===== src/hw/rtl/sm3_pkg.sv =====
// ----------------------------------------------------------------------------
// SM3 hash engine package
// Shared word types, SM3 constants and the permutation and expansion functions.
// ----------------------------------------------------------------------------
package sm3_pkg;

  typedef logic [31:0]       word_t;
  typedef logic [7:0][31:0]  vec8_t;

  // Element 0 is word A of the chaining value
  localparam vec8_t SM3_IV = {
    32'hB0FB0E4E, 32'hE38DEE4D, 32'h163138AA, 32'hA96F30BC,
    32'hDA8A0600, 32'h172442D7, 32'h4914B2B9, 32'h7380166F
  };

  localparam word_t TJ_LO     = 32'h79CC4519;
  localparam word_t TJ_HI     = 32'h7A879D8A;
  // Round 16 uses the upper constant rotated by 16
  localparam word_t TJ_HI_R16 = {TJ_HI[15:0], TJ_HI[31:16]};

  localparam logic [7:0] PAD_MARK   = 8'h80;
  localparam logic [5:0] FILL_LAST  = 6'd63;
  localparam logic [5:0] FILL_LEN   = 6'd56;
  localparam logic [5:0] ROUND_SW   = 6'd15;
  localparam logic [5:0] ROUND_LAST = 6'd63;
  localparam logic [2:0] WORD_LAST  = 3'd7;

  typedef enum logic [1:0] {
    SCHED_HOLD,
    SCHED_BYTE,
    SCHED_WORD
  } sched_op_t;

  typedef struct packed {
    sched_op_t  op;
    logic [7:0] data;
  } sched_ctrl_t;

  function automatic word_t rotl(input word_t x, input int unsigned n);
    return (x << n) | (x >> (32 - n));
  endfunction

  function automatic word_t perm0(input word_t x);
    return x ^ rotl(x, 9) ^ rotl(x, 17);
  endfunction

  function automatic word_t perm1(input word_t x);
    return x ^ rotl(x, 15) ^ rotl(x, 23);
  endfunction

  // W[j+16] from W[j], W[j+3], W[j+7], W[j+10], W[j+13]
  function automatic word_t expand(input word_t w0, input word_t w3, input word_t w7,
                                   input word_t w10, input word_t w13);
    return perm1(w0 ^ w7 ^ rotl(w13, 15)) ^ rotl(w3, 7) ^ w10;
  endfunction

endpackage


===== src/hw/rtl/sm3_if.sv =====
// ----------------------------------------------------------------------------
// SM3 stream channels
// Valid/ready channels for message bytes and digest words.
// ----------------------------------------------------------------------------
interface sm3_in_if;
  logic       valid;
  logic       ready;
  logic [7:0] msg_byte;
  logic       byte_present;
  logic       message_end;

  modport source (output valid, msg_byte, byte_present, message_end, input ready);
  modport sink   (input valid, msg_byte, byte_present, message_end, output ready);
endinterface

interface sm3_out_if;
  logic        valid;
  logic        ready;
  logic [31:0] digest_word;
  logic [2:0]  word_index;
  logic        last_word;

  modport source (output valid, digest_word, word_index, last_word, input ready);
  modport sink   (input valid, digest_word, word_index, last_word, output ready);
endinterface


===== src/hw/rtl/sm3_sched.sv =====
// ----------------------------------------------------------------------------
// SM3 block buffer and message schedule
// Gathers bytes into a 512-bit window, then slides it one expanded word per round.
// ----------------------------------------------------------------------------
module sm3_sched (
  input  logic                clk,
  input  sm3_pkg::sched_ctrl_t ctrl,
  output sm3_pkg::word_t      w_j,
  output sm3_pkg::word_t      wp_j
);
  import sm3_pkg::*;

  logic [511:0] win_r;
  word_t        w_new;

  // Word k of the window sits at win_r[511-32k -: 32]
  assign w_j   = win_r[511:480];
  assign wp_j  = win_r[511:480] ^ win_r[383:352];
  assign w_new = expand(win_r[511:480], win_r[415:384], win_r[287:256],
                        win_r[191:160], win_r[95:64]);

  always_ff @(posedge clk) begin
    case (ctrl.op)
      SCHED_BYTE: win_r <= {win_r[503:0], ctrl.data};
      SCHED_WORD: win_r <= {win_r[479:0], w_new};
      default:    win_r <= win_r;
    endcase
  end

endmodule


===== src/hw/rtl/sm3_round.sv =====
// ----------------------------------------------------------------------------
// SM3 compression round
// One round of the compression function, shared by all 64 rounds.
// ----------------------------------------------------------------------------
module sm3_round (
  input  sm3_pkg::vec8_t st,
  input  sm3_pkg::word_t w,
  input  sm3_pkg::word_t wp,
  input  sm3_pkg::word_t tc,
  input  logic           early,
  output sm3_pkg::vec8_t st_nxt
);
  import sm3_pkg::*;

  word_t a12, ss1, ss2, ff, gg, tt1, tt2;

  always_comb begin
    a12 = rotl(st[0], 12);
    ss1 = rotl(a12 + st[4] + tc, 7);
    ss2 = ss1 ^ a12;
    if (early) begin
      ff = st[0] ^ st[1] ^ st[2];
      gg = st[4] ^ st[5] ^ st[6];
    end else begin
      ff = (st[0] & st[1]) | (st[0] & st[2]) | (st[1] & st[2]);
      gg = (st[4] & st[5]) | (~st[4] & st[6]);
    end
    tt1 = ff + st[3] + ss2 + wp;
    tt2 = gg + st[7] + ss1 + w;
    st_nxt[0] = tt1;
    st_nxt[1] = st[0];
    st_nxt[2] = rotl(st[1], 9);
    st_nxt[3] = st[2];
    st_nxt[4] = perm0(tt2);
    st_nxt[5] = st[4];
    st_nxt[6] = rotl(st[5], 19);
    st_nxt[7] = st[6];
  end

endmodule


===== src/hw/rtl/sm3_hash_engine.sv =====
// ----------------------------------------------------------------------------
// SM3 hash engine
// Byte-stream SM3 hasher with an iterative single-round compression core.
// ----------------------------------------------------------------------------
// A message byte is taken while the engine is idle. The byte that completes a
// 64-byte block also starts a compression (64 rounds through the one round
// unit, then the fold into the chaining value), during which no byte is taken.
// A transaction with message_end runs padding through the same byte buffer, one
// byte per cycle except while a filled block is compressed: 0x80, zeros up to
// byte 56 (through a second block when fewer than 9 bytes are free), a
// turnaround state that writes no byte, and 8 length bytes, each padded block
// compressed as it fills. The eight digest words then leave one per cycle while
// out ready is high, and the engine is back at the initial value with cleared counts.
module sm3_hash_engine (
  input  logic           clk,
  input  logic           rst_n,
  sm3_in_if.sink         in_chan,
  sm3_out_if.source      out_chan
);
  import sm3_pkg::*;

  typedef enum logic [2:0] {
    ST_IDLE,
    ST_PAD_START,
    ST_PAD_ZERO,
    ST_PAD_LEN,
    ST_COMP,
    ST_FOLD,
    ST_OUT
  } state_t;

  state_t       state_r, state_nxt;
  state_t       ret_r, ret_nxt;
  logic [5:0]   round_r, round_nxt;
  logic [5:0]   fill_r, fill_nxt;
  logic [54:0]  bc_r, bc_nxt;
  logic [63:0]  len_r, len_nxt;
  logic [2:0]   idx_r, idx_nxt;
  word_t        tc_r, tc_nxt;
  vec8_t        wk_r, wk_nxt;
  vec8_t        cv_r, cv_nxt;
  vec8_t        round_out;
  word_t        w_j, wp_j;
  sched_ctrl_t  sched_ctrl;
  logic         start_comp;

  sm3_sched u_sched (
    .clk  (clk),
    .ctrl (sched_ctrl),
    .w_j  (w_j),
    .wp_j (wp_j)
  );

  sm3_round u_round (
    .st     (wk_r),
    .w      (w_j),
    .wp     (wp_j),
    .tc     (tc_r),
    .early  (round_r[5:4] == 2'b00),
    .st_nxt (round_out)
  );

  assign in_chan.ready        = (state_r == ST_IDLE);
  assign out_chan.valid       = (state_r == ST_OUT);
  assign out_chan.digest_word = cv_r[idx_r];
  assign out_chan.word_index  = idx_r;
  assign out_chan.last_word   = (idx_r == WORD_LAST);

  always_comb begin
    state_nxt       = state_r;
    ret_nxt         = ret_r;
    round_nxt       = round_r;
    fill_nxt        = fill_r;
    bc_nxt          = bc_r;
    len_nxt         = len_r;
    idx_nxt         = idx_r;
    tc_nxt          = tc_r;
    wk_nxt          = wk_r;
    cv_nxt          = cv_r;
    sched_ctrl.op   = SCHED_HOLD;
    sched_ctrl.data = '0;
    start_comp      = 1'b0;

    case (state_r)
      ST_IDLE: begin
        if (in_chan.valid) begin
          if (in_chan.byte_present) begin
            sched_ctrl.op   = SCHED_BYTE;
            sched_ctrl.data = in_chan.msg_byte;
            fill_nxt        = fill_r + 6'd1;
            if (fill_r == FILL_LAST) begin
              bc_nxt     = bc_r + 55'd1;
              start_comp = 1'b1;
              ret_nxt    = in_chan.message_end ? ST_PAD_START : ST_IDLE;
            end else if (in_chan.message_end) begin
              state_nxt = ST_PAD_START;
            end
          end else if (in_chan.message_end) begin
            state_nxt = ST_PAD_START;
          end
        end
      end
      ST_PAD_START: begin
        len_nxt         = {bc_r, fill_r, 3'b000};
        sched_ctrl.op   = SCHED_BYTE;
        sched_ctrl.data = PAD_MARK;
        fill_nxt        = fill_r + 6'd1;
        if (fill_r == FILL_LAST) begin
          start_comp = 1'b1;
          ret_nxt    = ST_PAD_ZERO;
        end else begin
          state_nxt = ST_PAD_ZERO;
        end
      end
      ST_PAD_ZERO: begin
        if (fill_r == FILL_LEN) begin
          state_nxt = ST_PAD_LEN;
        end else begin
          sched_ctrl.op = SCHED_BYTE;
          fill_nxt      = fill_r + 6'd1;
          if (fill_r == FILL_LAST) begin
            start_comp = 1'b1;
            ret_nxt    = ST_PAD_ZERO;
          end
        end
      end
      ST_PAD_LEN: begin
        // Shift out the bit length, most significant byte first
        sched_ctrl.op   = SCHED_BYTE;
        sched_ctrl.data = len_r[63:56];
        len_nxt         = {len_r[55:0], 8'h00};
        fill_nxt        = fill_r + 6'd1;
        if (fill_r == FILL_LAST) begin
          start_comp = 1'b1;
          ret_nxt    = ST_OUT;
        end
      end
      ST_COMP: begin
        sched_ctrl.op = SCHED_WORD;
        wk_nxt        = round_out;
        tc_nxt        = (round_r == ROUND_SW) ? TJ_HI_R16 : {tc_r[30:0], tc_r[31]};
        round_nxt     = round_r + 6'd1;
        if (round_r == ROUND_LAST) begin
          state_nxt = ST_FOLD;
        end
      end
      ST_FOLD: begin
        cv_nxt    = cv_r ^ wk_r;
        state_nxt = ret_r;
      end
      ST_OUT: begin
        if (out_chan.ready) begin
          idx_nxt = idx_r + 3'd1;
          if (idx_r == WORD_LAST) begin
            cv_nxt    = SM3_IV;
            fill_nxt  = '0;
            bc_nxt    = '0;
            state_nxt = ST_IDLE;
          end
        end
      end
      default: begin
        state_nxt = ST_IDLE;
      end
    endcase

    // Load the working registers from the chaining value and start round 0
    if (start_comp) begin
      state_nxt = ST_COMP;
      round_nxt = '0;
      tc_nxt    = TJ_LO;
      wk_nxt    = cv_r;
    end
  end

  always_ff @(posedge clk) begin
    if (!rst_n) begin
      state_r <= ST_IDLE;
      ret_r   <= ST_IDLE;
      round_r <= '0;
      fill_r  <= '0;
      bc_r    <= '0;
      idx_r   <= '0;
      cv_r    <= SM3_IV;
    end else begin
      state_r <= state_nxt;
      ret_r   <= ret_nxt;
      round_r <= round_nxt;
      fill_r  <= fill_nxt;
      bc_r    <= bc_nxt;
      idx_r   <= idx_nxt;
      cv_r    <= cv_nxt;
    end
    len_r <= len_nxt;
    tc_r  <= tc_nxt;
    wk_r  <= wk_nxt;
  end

  // The digest leaves only after the final block has been consumed
  a_out_block_empty: assert property (@(posedge clk) disable iff (!rst_n)
    out_chan.valid |-> (fill_r == '0))
    else $error("digest presented with bytes still buffered");

  // The last digest word returns the engine to the initial value
  a_restart_iv: assert property (@(posedge clk) disable iff (!rst_n)
    (out_chan.valid && out_chan.ready && out_chan.last_word) |=>
      (in_chan.ready && (cv_r == SM3_IV) && (bc_r == '0)))
    else $error("engine did not return to the initial value after the digest");

  // A fold follows only the final round of a compression
  a_fold_after_rounds: assert property (@(posedge clk) disable iff (!rst_n)
    (state_r == ST_FOLD) |-> (($past(state_r) == ST_COMP) && ($past(round_r) == ROUND_LAST)))
    else $error("fold without a complete set of rounds");

endmodule


===== src/flat_wrapper.sv =====
// flat-port wrapper written by rule: the top's interface ports become plain ports
module sm3_hash_engine_flat import sm3_pkg::*;
  (clk, rst_n, in_chan_valid, in_chan_msg_byte, in_chan_byte_present, in_chan_message_end, in_chan_ready, out_chan_valid, out_chan_digest_word, out_chan_word_index, out_chan_last_word, out_chan_ready);
  sm3_in_if in_chan_i ();
  sm3_out_if out_chan_i ();
  input  logic clk;
  input  logic rst_n;
  input wire logic [$bits(in_chan_i.valid)-1:0] in_chan_valid;
  input wire logic [$bits(in_chan_i.msg_byte)-1:0] in_chan_msg_byte;
  input wire logic [$bits(in_chan_i.byte_present)-1:0] in_chan_byte_present;
  input wire logic [$bits(in_chan_i.message_end)-1:0] in_chan_message_end;
  output wire logic [$bits(in_chan_i.ready)-1:0] in_chan_ready;
  output wire logic [$bits(out_chan_i.valid)-1:0] out_chan_valid;
  output wire logic [$bits(out_chan_i.digest_word)-1:0] out_chan_digest_word;
  output wire logic [$bits(out_chan_i.word_index)-1:0] out_chan_word_index;
  output wire logic [$bits(out_chan_i.last_word)-1:0] out_chan_last_word;
  input wire logic [$bits(out_chan_i.ready)-1:0] out_chan_ready;
  assign in_chan_i.valid = in_chan_valid;
  assign in_chan_i.msg_byte = in_chan_msg_byte;
  assign in_chan_i.byte_present = in_chan_byte_present;
  assign in_chan_i.message_end = in_chan_message_end;
  assign in_chan_ready = in_chan_i.ready;
  assign out_chan_valid = out_chan_i.valid;
  assign out_chan_digest_word = out_chan_i.digest_word;
  assign out_chan_word_index = out_chan_i.word_index;
  assign out_chan_last_word = out_chan_i.last_word;
  assign out_chan_i.ready = out_chan_ready;
  sm3_hash_engine u_core (.clk(clk), .rst_n(rst_n), .in_chan(in_chan_i), .out_chan(out_chan_i));
endmodule

===== config.mk =====
export PLATFORM = sky130hd
export DESIGN_NAME = sm3_hash_engine_flat
export DESIGN_NICKNAME = d
export VERILOG_FILES = /design/src/hw/rtl/sm3_pkg.sv /design/src/hw/rtl/sm3_if.sv /design/src/hw/rtl/sm3_sched.sv /design/src/hw/rtl/sm3_round.sv /design/src/hw/rtl/sm3_hash_engine.sv /design/src/flat_wrapper.sv
export SDC_FILE = /design/constraint.sdc
export NUM_CORES = 2
export LEC_CHECK = 0
export ABC_AREA = 0
export BUFFER_PORTS_ARGS = -buffer_cell sky130_fd_sc_hd__buf_2
export CORE_MARGIN = 2
export CORE_UTILIZATION = 25
export DETAILED_ROUTE_END_ITERATION = 10
export SYNTH_ARGS = -nofsm -noshare
export SYNTH_HDL_FRONTEND = slang
export SYNTH_HIERARCHICAL = 1
export SYNTH_SLANG_ARGS = --single-unit

===== constraint.sdc =====
create_clock -name clk -period 21.3 [get_ports clk]
set_clock_uncertainty 0.05 [all_clocks]
set_input_delay 5.325 -clock clk [delete_from_list [all_inputs] [get_ports clk]]
set_output_delay 5.325 -clock clk [all_outputs]
set_load 0.05 [all_outputs]

# Word-level counts from Yosys, hierarchy flattened
# Cells that the tools add are included.
dict set report totals {
  in_bits 14
  wordCells 178
  register_bits 1196
  out_inout_bits 38
}
dict set report op_classes {
  add_sub_neg 12
  muxes 53
  magnitude_cmp 1
  bitwise_logic 36
  n_reduce_logical 18
  eq_ne 32
}
# cell count
set op_table {}
lappend op_table {{2-to-1 mux 256 bit} 4}
lappend op_table {{case mux 512 bit (2 select lines)} 1}
lappend op_table {{case mux 256 bit (2 select lines)} 1}
lappend op_table {{bitwise XOR 32 bit} 14}
lappend op_table {{2-to-1 mux 55 bit} 5}
lappend op_table {{adder 32 bit} 8}
lappend op_table {{bitwise XOR 256 bit} 1}
lappend op_table {{bitwise AND 32 bit} 5}
lappend op_table {{2-to-1 mux 32 bit} 4}
lappend op_table {{case mux 64 bit (2 select lines)} 1}
lappend op_table {{case mux 55 bit (2 select lines)} 1}
lappend op_table {{binary-select mux 32 bit (select 3 bit)} 1}
lappend op_table {{bitwise OR 32 bit} 3}
lappend op_table {{bitwise OR 32 x 15 -> 32 bit} 2}
lappend op_table {{bitwise OR 32 x 7 -> 32 bit} 2}
lappend op_table {{bitwise OR 32 x 9 -> 32 bit} 2}
lappend op_table {{adder 55 x 1 -> 55 bit (second input constant)} 1}
lappend op_table {{2-to-1 mux 3 bit} 16}
lappend op_table {{inverter 32 bit} 1}
lappend op_table {{bitwise OR 32 x 12 -> 32 bit} 1}
lappend op_table {{bitwise OR 32 x 17 -> 32 bit} 1}
lappend op_table {{bitwise OR 32 x 19 -> 32 bit} 1}
lappend op_table {{bitwise OR 32 x 23 -> 32 bit} 1}
lappend op_table {{2-to-1 mux 6 bit} 5}
lappend op_table {{35 further kinds} 70}

# Logic depth before layout (Yosys ltp)
dict set report logic_depth {
  ltp_word 12
  ltp_mapped 32
  depth_no_buf 32
}

# By module
# The synthesis kept the hierarchy.
# mod area_per_inst_um2 instances cells_each seq_area_each_um2
set modules_own_cells {}
lappend modules_own_cells {sm3_hash_engine 29628.4 1 3083 16806.1}
lappend modules_own_cells {sm3_sched 23896.7 1 1308 15374.7}
lappend modules_own_cells {sm3_round 13088.8 1 1537 0.0}

# Least setup slack after synthesis
# No wires, ideal clock.
dict set report synth_timing {
  path_type {input to register}
  from {input port in_chan_byte_present}
  to {register u_core.u_sched.win_r[0] (enable)}
  cell_stages 6
  path_slack_ns 4.343
  n_path_buf 0
  setup_time_ns 0.860
  arrival_ns 16.047
  t_required_ns 20.390
  cell_sequence {and3b_1 -> o21ai_0 -> nand2_1 -> inv_1 -> ha_1 -> inv_1}
}
# item line_no
set synth_lines {}
lappend synth_lines {{start, declared} flat_wrapper.sv:10} ;# input wire logic [$bits(in_chan_i.byte_present)-1:0] in_chan_byte_present;
lappend synth_lines {{end signal, assigned} sm3_sched.sv:24} ;# SCHED_BYTE: win_r <= {win_r[503:0], ctrl.data};
lappend synth_lines {{end signal, assigned} sm3_sched.sv:25} ;# SCHED_WORD: win_r <= {win_r[479:0], w_new};
lappend synth_lines {{end signal, assigned} sm3_sched.sv:26} ;# default: win_r <= win_r;
lappend synth_lines {{end, declared} sm3_sched.sv:13} ;# logic [511:0] win_r;

==> flow_metrics.py <==
metrics = {
    "run_status": {
        "status": "completed",
    },
    "timing": {
        "rsz0062_at_grt": "no",
        "final_hold_viol_count": 0,
        "maxSlewViolCount": 0,
        "max_freq_mhz": 96.6,
        "period_share_pct": 48.6,
        "tns_ns": 0,
        "fin_crit_ns": 10.35,
        "max-slew-margin-rel_pct": 17.3,
        "setup_viol": 0,
        "tightest_slew_ns": 1.23,
        "timing.hold.ws_ns": 0.415,
    },
    "synthesis": {
        "synth_edf_count": 829,
        "synth_warnings": 6,
        "async_flop_share_pct": 0,
        "ys_ff_latch": 1193,
        "ys.flop_type": "edfxtp_1",
        "yosys.area.top_type": "edfxtp_1",
        "yosys.area.top_type_share_pct": 37.4,
        "syn_nets": 6229,
        "synth_area_sq_um": 66600,
        "synth.avg_cell_area_sq_um": 11.2,
        "yosysUniqueCellTypes": 90,
        "ys_seq_area_share_pct": 48.3,
        "synthTopCellsByArea": "edfxtp_1 (37%), dfxtp_1 (11%), mux2_2 (9.3%)",
        "syn_inst": 5928,
    },
    "critical_path": {
        "cp-start-kind": "input pin",
        "path_common_cell": "buf_4",
        "cp-end-kind": "flip-flop",
        "crit_arrival_ns": 10.67,
        "crit_path_top_delay_cell": "buf_4",
        "worstPathMaxFanout": 190,
        "rr_endpoint": "u_core/wk_r[31]",
        "r2r_start": "u_core/wk_r[21]",
        "worstPathRequired_ns": 21.62,
        "slowest_delay_ns": 0.98,
        "path_cells": "buf_2 > and3b_1 > o21ai_0 > nand2_1 > inv_1 > ha_4 > inv_8 > buf_4 > buf_12 > buf_4",
        "path_class": "in -> reg",
        "reg2regPathDepth": 29,
        "reg2reg_slack_ns": 12.33,
    },
    "clock_tree": {
        "cts_hold_buf": 0,
        "cts_resized": 0,
        "root_buffer": "clkbuf_16",
        "path_clk_slew_ns": 0.06,
        "cts.sinks": 1193,
        "cts_tree": "yes",
        "cts_setup_buffers": 0,
        "cts_inserted_buffers": 117,
        "clkLatencyLatePin_ns": 0.79,
        "cts_buffer_depth": 3,
        "htreeDepth": 3,
    },
    "floorplan": {
        "std_cell_rows": 189,
        "dieArea_sq_um": 271000,
        "io_pins": 52,
        "die_h_um": 520,
        "start_util_pct": 25.1,
        "core-area_sq_um": 265000,
        "fp.dieW_um": 520,
    },
    "layout": {
        "layout-drive-gt1-share_pct": 16.3,
        "multi_input_area_sq_um": 30700,
        "syn2layout_area_growth_pct": 9.41,
        "fin_nets": 5962,
        "final_cell_area_sq_um": 72900,
        "mostFrequentLayoutCells": "nand2_1 (1,363), edfxtp_1 (829), mux2_2 (553)",
        "fillers": 27300,
        "seq_area_sq_um": 32200,
        "final_common_cell": "nand2_1",
        "final_core_util_pct": 27.5,
    },
    "placed_design": {
        "port_buffers": 51,
        "place_area_sq_um": 69000,
        "gp_congestion": 0.920,
        "hpwlAfterDp_mm": 135,
    },
    "power": {
        "leakagePower_uw": 0.0265,
        "p_per_area_nw_per_um2": 152,
        "peakVddDrop_mv": 0.192,
    },
    "drt": {
        "vias": 42600,
        "wire_per_inst_um": 20.2,
        "ant_nets": 0,
        "wirelength_mm": 187,
        "viasPerCell": 4.58,
        "dr.pass1.iters": 6,
        "first_iter_violations": 3957,
        "drcViolationCount": 0,
    },
    "global_route": {
        "grt_overflow": 0,
        "antenna_found_initial": 14,
        "grt_max_degree": 191,
        "first_global_vias": 41800,
        "grt_pass1_wl_mm": 277,
        "gr-usage-all-layers_pct": 13.5,
    },
    "min_path": {
        "min_to": "u_core/ret_r[2]",
        "min_path_cells": 2,
        "hold_path_class": "reg -> reg",
        "min-delay-start": "u_core/ret_r[2]",
    },
    "run": {
        "drv_cap": 0,
    },
}
## registers in the layout (all words and copies together), names as in the netlist, 6 cells and up
register,count
u_core/bc_r,55
u_core/len_r,61
u_core/fill_r,6
u_core/wk_r,256
u_core/cv_r,256
u_core/tc_r,32
u_core/round_r,6
u_core/u_sched/win_r,512
## critical path: cells and delay by family
| kind | cells | cell delay [ns] |
|---|---|---|
| and+or+nand+nor | 2 | 0.49 |
| adders and majority gates | 1 | 0.23 |
| buffers and inverters | 6 | 3.62 |
| AOI/OAI and AO/OA | 1 | 0.63 |
## logic make-up after synthesis
logic type,Yosys count,share of synthesized area (%)
compound gates,485,4.74
simple gates,1841,11.4
fa+ha+maj,317,7.96
flops,1193,48.3
xor+xnor,695,9.99
buf+inv,753,5.63
mux,644,11.9
## cell type report
class	instances	share of cell area, %
antenna	5	0.0172
sequential	1193	44.2
timing repair buffer	95	0.872
inverter	272	1.42
tap	3533	6.07
clock inverter	53	0.783
multi-input combinational	3982	42.2
clock buffer	171	4.49
## stage by stage
stage	power [uW]	std cells	setup WS [ns]
final	11100	9304	10.95
after global routing	11700	9301	10.54
after CTS	11100	9299	11.02
after detailed placement	8960	9075	10.21
after global placement	8910	9075	10.32
after floorplan	7350	5928	4.34
## layer usage
layer | GRT usage [%] | wire, um | vias up
met5 | 0 | 79 | -
met4 | 4.59 | 6530 | 12
met3 | 2.00 | 11800 | 262
met2 | 21.3 | 85400 | 1206
met1 | 18.8 | 83700 | 21600
li1 | - | - | 19500
## power breakdown
part / internal, uW / leakage (uW) / switching, uW / total [uW]
sequential: 3140 / 0.0108 / 264 / 3400
clock: 1170 / 0.00186 / 948 / 2120
combinational: 2250 / 0.0138 / 3340 / 5590
## synthesized netlist by cell type, types with 22 or more instances
cell,number
nand2_1,1364
edfxtp_1,829
mux2_2,553
xor2_1,408
dfxtp_1,364
inv_1,270
xnor2_1,243
nor2_1,228
buf_4,224
clkbuf_1,188
fa_1,188
a21oi_1,126
ha_1,99
o21ai_0,90
mux4_2,64
buf_2,54
a21o_1,48
nand3_1,44
a31oi_1,33
nand3b_1,33
maj3_1,30
o211ai_1,29
mux2i_1,25
nand4_1,25
o21a_1,22
or4_1,22
## worst max path at each step
stage / slack [ns] / cells after the start / end / startpoint
floorplan: 4.34 / 6 / u_core/u_sched/win_r[0] / in_chan_byte_present
CTS: 11.02 / 10 / u_core/u_sched/win_r[253] / in_chan_byte_present
global route: 10.54 / 10 / u_core/u_sched/win_r[260] / in_chan_byte_present
global placement: 10.32 / 10 / u_core/u_sched/win_r[380] / in_chan_byte_present
finish: 10.95 / 10 / u_core/u_sched/win_r[269] / in_chan_byte_present
detailed placement: 10.21 / 10 / u_core/u_sched/win_r[364] / in_chan_byte_present
(Power assumes the default switching activity.)
